--- src/rtl/brle_pkg.sv ---
`timescale 1ns / 1ps
// ----------------------------------------------------------------------------
// brle_pkg
// Shared types, constants and the code layout function for the run-length
// byte encoder.
// ----------------------------------------------------------------------------
package brle_pkg;

	localparam int RUN_BITS_DEF = 32;

	localparam logic [2:0] SYM_END    = 3'd4;
	localparam logic       OP_APPEND  = 1'b0;
	localparam logic       OP_FLUSH   = 1'b1;

	localparam logic [7:0] END_BASE   = 8'd252;
	localparam logic [5:0] END_LIMIT  = 6'd3;
	localparam logic [7:0] END_FULL   = 8'd255;
	localparam logic [5:0] ENDS_LIMIT = 6'd62;
	localparam logic [5:0] STD_LIMIT  = 6'd63;
	localparam logic [7:0] GROUP_MORE = 8'd128;

	typedef enum logic [2:0] {
		ST_IDLE  = 3'b001,
		ST_HEAD  = 3'b010,
		ST_GROUP = 3'b100
	} brle_state_t;

	typedef struct packed {
		logic accept;
		logic emit_head;
		logic emit_group;
	} brle_cmd_t;

	typedef struct packed {
		logic emit_req;
		logic short_run;
		logic final_group;
		logic out_free;
	} brle_sts_t;

	typedef struct packed {
		logic [7:0] base;
		logic [5:0] limit;
		logic [7:0] full;
	} brle_layout_t;

	function automatic brle_layout_t code_layout(input logic [2:0] sym, input logic ends);
		brle_layout_t l;
		logic [7:0]   s8;
		s8 = 8'(sym);
		if (sym >= SYM_END) begin
			l.base  = END_BASE;
			l.limit = END_LIMIT;
			l.full  = END_FULL;
		end else if (ends) begin
			l.base  = (s8 << 6) - s8;
			l.limit = ENDS_LIMIT;
			l.full  = l.base + 8'(ENDS_LIMIT);
		end else begin
			l.base  = s8 << 6;
			l.limit = STD_LIMIT;
			l.full  = l.base + 8'(STD_LIMIT);
		end
		return l;
	endfunction

endpackage

--- src/rtl/brle_ctrl.sv ---
`timescale 1ns / 1ps
// ----------------------------------------------------------------------------
// brle_ctrl
// Sequencer: takes a request when idle, then steps through the head byte
// and the 7-bit groups of a run as the output register frees up.
// ----------------------------------------------------------------------------
module brle_ctrl import brle_pkg::*; (
	input  logic      clk,
	input  logic      arst_n,
	input  logic      in_valid,
	input  brle_sts_t sts,
	output brle_cmd_t cmd,
	output logic      busy
);

	brle_state_t state_q, state_d;

	always_comb begin
		state_d        = state_q;
		cmd.accept     = 1'b0;
		cmd.emit_head  = 1'b0;
		cmd.emit_group = 1'b0;
		case (state_q)
			ST_IDLE: begin
				cmd.accept = in_valid;
				if (in_valid && sts.emit_req)
					state_d = ST_HEAD;
			end
			ST_HEAD: begin
				cmd.emit_head = sts.out_free;
				if (sts.out_free)
					state_d = sts.short_run ? ST_IDLE : ST_GROUP;
			end
			ST_GROUP: begin
				cmd.emit_group = sts.out_free;
				if (sts.out_free && sts.final_group)
					state_d = ST_IDLE;
			end
			default: begin
				state_d = ST_IDLE;
			end
		endcase
	end

	always_ff @(posedge clk or negedge arst_n) begin
		if (!arst_n)
			state_q <= ST_IDLE;
		else
			state_q <= state_d;
	end

	assign busy = (state_q != ST_IDLE);

endmodule

--- src/rtl/brle_datapath.sv ---
`timescale 1ns / 1ps
// ----------------------------------------------------------------------------
// brle_datapath
// Held run, saturating accumulator, emit shift register, mode register and
// output byte register.
// ----------------------------------------------------------------------------
module brle_datapath import brle_pkg::*; #(
	parameter int RUN_BITS = RUN_BITS_DEF
) (
	input  logic        clk,
	input  logic        arst_n,
	input  logic        config_write,
	input  logic        config_data,
	input  logic        operation,
	input  logic [2:0]  symbol,
	input  logic [31:0] run_length,
	input  logic        out_stall,
	input  brle_cmd_t   cmd,
	output brle_sts_t   sts,
	output logic        out_valid,
	output logic [7:0]  code_byte,
	output logic        last_byte
);

	localparam int SUM_W = ((RUN_BITS > 32) ? RUN_BITS : 32) + 1;
	localparam logic [SUM_W-1:0] EXC_MAX = SUM_W'({RUN_BITS{1'b1}});

	logic                ends_mode_q;
	logic                pending_q;
	logic [2:0]          run_sym_q;
	logic [RUN_BITS-1:0] run_exc_q;
	logic [2:0]          emit_sym_q;
	logic [RUN_BITS-1:0] emit_exc_q;
	logic                out_valid_q;
	logic [7:0]          byte_q;
	logic                last_q;

	logic                append_ok;
	logic                same_run;
	logic [SUM_W-1:0]    add_a, add_b, sum;
	logic [RUN_BITS-1:0] sat_sum;
	brle_layout_t        lay;
	logic                short_run;
	logic                final_group;
	logic [7:0]          head_byte;
	logic [7:0]          group_byte;

	always_comb begin
		append_ok = (symbol <= SYM_END) && !(symbol == SYM_END && !ends_mode_q)
		            && (run_length != 32'd0);
		same_run  = pending_q && (run_sym_q == symbol);
		add_a     = same_run ? SUM_W'(run_exc_q) : '0;
		add_b     = same_run ? SUM_W'(run_length) : SUM_W'(run_length - 32'd1);
		sum       = add_a + add_b;
		sat_sum   = (sum > EXC_MAX) ? RUN_BITS'(EXC_MAX) : sum[RUN_BITS-1:0];

		lay         = code_layout(emit_sym_q, ends_mode_q);
		short_run   = emit_exc_q < RUN_BITS'(lay.limit);
		final_group = (emit_exc_q[RUN_BITS-1:7] == '0);
		head_byte   = short_run ? (lay.base + emit_exc_q[7:0]) : lay.full;
		group_byte  = final_group ? {1'b0, emit_exc_q[6:0]}
		                          : (GROUP_MORE | {1'b0, emit_exc_q[6:0]});

		sts.emit_req    = (operation == OP_FLUSH) ? pending_q
		                                          : (append_ok && pending_q && !same_run);
		sts.short_run   = short_run;
		sts.final_group = final_group;
		sts.out_free    = !out_valid_q || !out_stall;
	end

	always_ff @(posedge clk or negedge arst_n) begin
		if (!arst_n) begin
			ends_mode_q <= 1'b0;
			pending_q   <= 1'b0;
			run_sym_q   <= '0;
			run_exc_q   <= '0;
		end else begin
			if (config_write)
				ends_mode_q <= config_data;
			if (cmd.accept) begin
				if (operation == OP_FLUSH) begin
					pending_q <= 1'b0;
					run_sym_q <= '0;
					run_exc_q <= '0;
				end else if (append_ok) begin
					pending_q <= 1'b1;
					run_sym_q <= symbol;
					run_exc_q <= sat_sum;
				end
			end
		end
	end

	// Snapshot the held run on every request; only used when emission starts.
	always_ff @(posedge clk) begin
		if (cmd.accept) begin
			emit_sym_q <= run_sym_q;
			emit_exc_q <= run_exc_q;
		end else if (cmd.emit_head && !short_run) begin
			emit_exc_q <= emit_exc_q - RUN_BITS'(lay.limit);
		end else if (cmd.emit_group) begin
			emit_exc_q <= emit_exc_q >> 7;
		end
	end

	always_ff @(posedge clk or negedge arst_n) begin
		if (!arst_n)
			out_valid_q <= 1'b0;
		else if (cmd.emit_head || cmd.emit_group)
			out_valid_q <= 1'b1;
		else if (!out_stall)
			out_valid_q <= 1'b0;
	end

	always_ff @(posedge clk) begin
		if (cmd.emit_head) begin
			byte_q <= head_byte;
			last_q <= short_run;
		end else if (cmd.emit_group) begin
			byte_q <= group_byte;
			last_q <= final_group;
		end
	end

	assign out_valid = out_valid_q;
	assign code_byte = byte_q;
	assign last_byte = last_q;

endmodule

--- src/rtl/bwt_run_length_encoder.sv ---
`timescale 1ns / 1ps
// ----------------------------------------------------------------------------
// bwt_run_length_encoder
// Merges runs of a symbol and encodes each finished run as a byte stream.
// ----------------------------------------------------------------------------
// Each request is taken while the block is idle. A request that closes a
// held run (a new symbol or a flush) then keeps the input stalled while the
// run's bytes leave through the single output register at one byte per
// cycle while the output does not stall: one byte for a short run, up to
// 1 + ceil(RUN_BITS/7) bytes for a long one (6 at the default RUN_BITS of
// 32). The emit shift register sets the number of bytes. The next request
// is taken as soon as the final byte is loaded, even while that byte waits
// at the output. ends_mode may only be written while idle.
module bwt_run_length_encoder import brle_pkg::*; #(
	parameter int RUN_BITS = RUN_BITS_DEF
) (
	input  logic        clk,
	input  logic        arst_n,
	input  logic        config_write,
	input  logic        config_data,
	input  logic        in_valid,
	output logic        in_stall,
	input  logic        operation,
	input  logic [2:0]  symbol,
	input  logic [31:0] run_length,
	output logic        out_valid,
	input  logic        out_stall,
	output logic [7:0]  code_byte,
	output logic        last_byte
);

	brle_cmd_t cmd;
	brle_sts_t sts;
	logic      busy;

	brle_ctrl u_ctrl (
		.clk      (clk),
		.arst_n   (arst_n),
		.in_valid (in_valid),
		.sts      (sts),
		.cmd      (cmd),
		.busy     (busy)
	);

	brle_datapath #(
		.RUN_BITS (RUN_BITS)
	) u_dp (
		.clk          (clk),
		.arst_n       (arst_n),
		.config_write (config_write),
		.config_data  (config_data),
		.operation    (operation),
		.symbol       (symbol),
		.run_length   (run_length),
		.out_stall    (out_stall),
		.cmd          (cmd),
		.sts          (sts),
		.out_valid    (out_valid),
		.code_byte    (code_byte),
		.last_byte    (last_byte)
	);

	assign in_stall = busy;

	a_emit_starts: assert property (@(posedge clk) disable iff (!arst_n)
		(cmd.accept && sts.emit_req) |=> in_stall)
		else $error("closing request did not start emission");

	a_long_head: assert property (@(posedge clk) disable iff (!arst_n)
		(cmd.emit_head && !sts.short_run) |=> (in_stall && !last_byte))
		else $error("long run head ended emission");

	a_group_end: assert property (@(posedge clk) disable iff (!arst_n)
		(cmd.emit_group && sts.final_group) |=> !in_stall)
		else $error("final group did not release input");

	a_group_flag: assert property (@(posedge clk) disable iff (!arst_n)
		cmd.emit_group |=> (out_valid && (code_byte[7] != last_byte)))
		else $error("group continuation bit disagrees with last_byte");

endmodule
--- config.mk ---
export PLATFORM = sky130hd
export DESIGN_NAME = bwt_run_length_encoder
export DESIGN_NICKNAME = d
export VERILOG_FILES = /design/src/rtl/brle_pkg.sv /design/src/rtl/brle_ctrl.sv /design/src/rtl/brle_datapath.sv /design/src/rtl/bwt_run_length_encoder.sv
export SDC_FILE = /design/constraint.sdc
export NUM_CORES = 1
export LEC_CHECK = 0
export BUFFER_PORTS_ARGS = -buffer_cell sky130_fd_sc_hd__buf_2
export CORE_ASPECT_RATIO = 1.75
export CORE_MARGIN = 4
export CORE_UTILIZATION = 67
export DETAILED_ROUTE_END_ITERATION = 12
export PLACE_DENSITY = 0.95
export SLEW_MARGIN = 40
export SYNTH_ARGS = -nofsm -noshare
export SYNTH_HDL_FRONTEND = slang
export SYNTH_SLANG_ARGS = --single-unit
--- constraint.sdc ---
create_clock -name clk -period 8.7 [get_ports clk]
set_clock_uncertainty 0.2 [all_clocks]
set_input_delay 0.87 -clock clk [delete_from_list [all_inputs] [get_ports clk]]
set_output_delay 0.87 -clock clk [all_outputs]
set_load 0.02 [all_outputs]
==> summary.txt <==
vias in the first global route = 6918
WP data arrival = 5.87 ns
asr flop ratio synth = 48.24%
die extent in y = 147.7 um
DIE WIDTH = 87.81 um
DRC Markers = 0
die area = 12970 um^2
Clock Latency Late Sink = 0.35 ns
FILL cells = 789
Initial Util = 69.01%
GR Overflow Total = 0
distinct cell type count after synthesis = 66
synth warn = 0
cell mode on critical path = nand2_1
most common cell in the synthesized netlist = nand2_1
part of the cycle the worst path needs = 66.56%
Slew Viols, Final = 0
core area = 10820 um^2
CTS root buf = clkbuf_16
post-DP HPWL = 15140 um
Synth Register Bits = 85
Rows = 50
antenna violations before repair = 0
leakage = 3.511 nW
PortBufs = 52
WP buf/inv = 2
Yosys top cell area share = 17.69%
most used flip-flop cell after synthesis = edfxtp_1
Mapped Area = 7468 um^2
Synth area leader = edfxtp_1
RePlAce Congestion = 0.9552
crit-path leading delay family = simple AND/OR/NAND/NOR gates
Max-Cap Viols = 0
largest net degree at the start of global routing = 49
TritonCTS buffer count = 9
clock tree buffer depth = 2
fin util = 74.81%
Worst-Margin Slew = 0.7463 ns
CTS sink count = 85
final setup vio count = 0
WL/cell = 18.31 um
Post-CTS Resized = 0
Post-synth top cells = 134 x nand2_1, 82 x o21ai_0, 80 x nor2_1
GRT Overall Usage = 31.60%
CP required = 8.78 ns
post-synthesis sequential area ratio = 31.45%
number of H-tree levels = 3
Critical Path Slowest Stage Cell = or3_1
Post-DP Area = 7805 um^2
worst rel slew slack = 48.96%
Final Power = 1.885 mW
vias per cell = 6.513
Critical Path Source Type = input pin
Setup CP Type = in2reg
wirelength, routed = 19890 um
CP Capture Type = flip-flop
Worst Path Max Fanout = 35
Inserted Diodes = 0
setup_tns = 0 ns
Starting DRT DRC Count = 567
Pwr Density = 232.8 nW/um^2
via count = 7073
hold slack = 0.2949 ns
Hold Crit Class = in2async
Clock transition at path regs = 0.07 ns
largest cells by area after synthesis = edfxtp_1 18%, dfrtp_1 13%, ha_1 8.4%
final critical-path required period = 5.791 ns
Peak Freq = 0.1727 GHz
final hold viol count = 0
Hold Buf Count CTS = 0
Final Net Count = 1045
share of layout cells above drive strength 1 = 10.04%
first-pass GRT wire length = 32680 um
Worst path max stage delay = 0.45 ns
EDFF count, synth = 44
status = finished, final reports clean
worst-path cell chain = buf_2 -> xnor2_1 -> and4_2 -> nor4_1 -> nand2_1 -> or3_1 -> nor3_1 -> nand2_1 -> nor4_1 -> xor2_1 -> ha_1 -> nand2_1 -> o21ai_0 -> a211oi_1 -> o31ai_1 -> mux2i_1 -> a211oi_2 -> buf_4 -> nor3b_1 -> mux2_2 -> nor2_1
TritonCTS clock tree = done
fin area = 8097 um^2
Synth-to-Final Area Change = 8.410%
I/O Pins = 53
Post-DRT Antenna Nets = 0
Avg Cell Area, Syn = 8.171 um^2
Synth Instances = 914
Mapped Nets = 1008
number of setup buffers added after CTS = 0
worst vdd ir = 0.2303 mV
RSZ-0062 raised after global routing = no
drt pass-1 iters = 7
[through the flow]
step                instances  worst slack (ns)
floorplan                 914             3.251
global placement         1070             2.564
detailed placement       1070             2.621
CTS                      1086             2.953
global route             1086             2.350
finish                   1086             2.909
[final timing paths]
path                                    from            endpoint  slack [ns]  depth (start not counted)
setup / recovery                   symbol[1]   u_dp.run_exc_q[9]        2.91                         21
hold / removal                        arst_n    u_dp.ends_mode_q        0.29                          1
setup reg to reg           u_dp.run_sym_q[0]   u_dp.run_exc_q[9]        3.12                         20
hold reg to reg            u_dp.run_sym_q[2]  u_dp.emit_sym_q[2]        0.30                          0
max in group asynchronous             arst_n  u_dp.run_exc_q[27]        7.64                          1
min in group clk           u_dp.run_sym_q[2]  u_dp.emit_sym_q[2]        0.30                          0
[registers in the layout (all words and copies together), names as in the netlist]
signal	cells
u_dp.emit_exc_q	32
u_dp.code_byte	8
u_dp.out_valid	1
u_dp.run_sym_q	3
u_ctrl.state_q	3
u_dp.emit_sym_q	3
u_dp.pending_q	1
u_dp.run_exc_q	32
u_dp.last_byte	1
u_dp.ends_mode_q	1
[where the power goes]
group          internal (mW)  switching, mW  leakage [nW]
clock network          0.209          0.159         0.141
registers              0.594          0.150         0.956
logic                  0.310          0.462          2.41
total                   1.11          0.771          3.51
[worst register-to-register path, stage by stage (launching register included)]
cell      delay (ns)
dfrtp_1         0.42
xnor2_1         0.16
and4_2          0.43
nor4_1          0.36
nand2_1         0.17
or3_1           0.45
nor3_1          0.42
nand2_1         0.20
nor4_1          0.25
xor2_1          0.12
ha_1            0.40
nand2_1         0.07
o21ai_0         0.21
a211oi_1        0.11
o31ai_1         0.38
mux2i_1         0.15
a211oi_2        0.21
buf_4           0.34
nor3b_1         0.11
mux2_2          0.27
nor2_1          0.09
[area by class of cell]
type / count / area [um^2] / area share, %
inverters: 21 / 78.83 / 0.9736
clock inverters: 6 / 33.78 / 0.4172
clock buffers: 10 / 250.2 / 3.091
multi-input cells: 776 / 4915 / 60.70
flip-flops and latches: 85 / 2349 / 29.01
repair buffers: 58 / 307.8 / 3.802
well taps: 130 / 162.7 / 2.009
[routing by layer]
layer  global-route usage (%)  vias up  wire, um
met2                    56.50      305     10530
li1                         -     3365         -
met1                    35.65     3320      7450
met3                    3.346       83       873
met4                    17.13        0      1030
met5                        0        -         0
[placed cells by master, fill, tap and decap left out, types with 35 or more instances in the layout]
cell type | netlist | routed
a21oi_1 | 59 | 59
buf_2 | 4 | 51
dfrtp_1 | 40 | 40
edfxtp_1 | 44 | 44
ha_1 | 50 | 50
nand2_1 | 134 | 134
nor2_1 | 80 | 80
o21ai_0 | 82 | 81
xnor2_1 | 54 | 54
xor2_1 | 35 | 35
[cells by family after synthesis]
logic type / after synthesis / synth area share (%)
buffers and inverters: 53 / 2.982
muxes: 5 / 0.7204
adders and majority gates: 52 / 8.913
and+or+nand+nor: 384 / 25.25
xor gates and xnor gates: 89 / 10.44
DFF: 85 / 31.45
AOI/OAI and AO/OA: 246 / 20.25
Note: power is estimated with default switching activity, not from simulation.
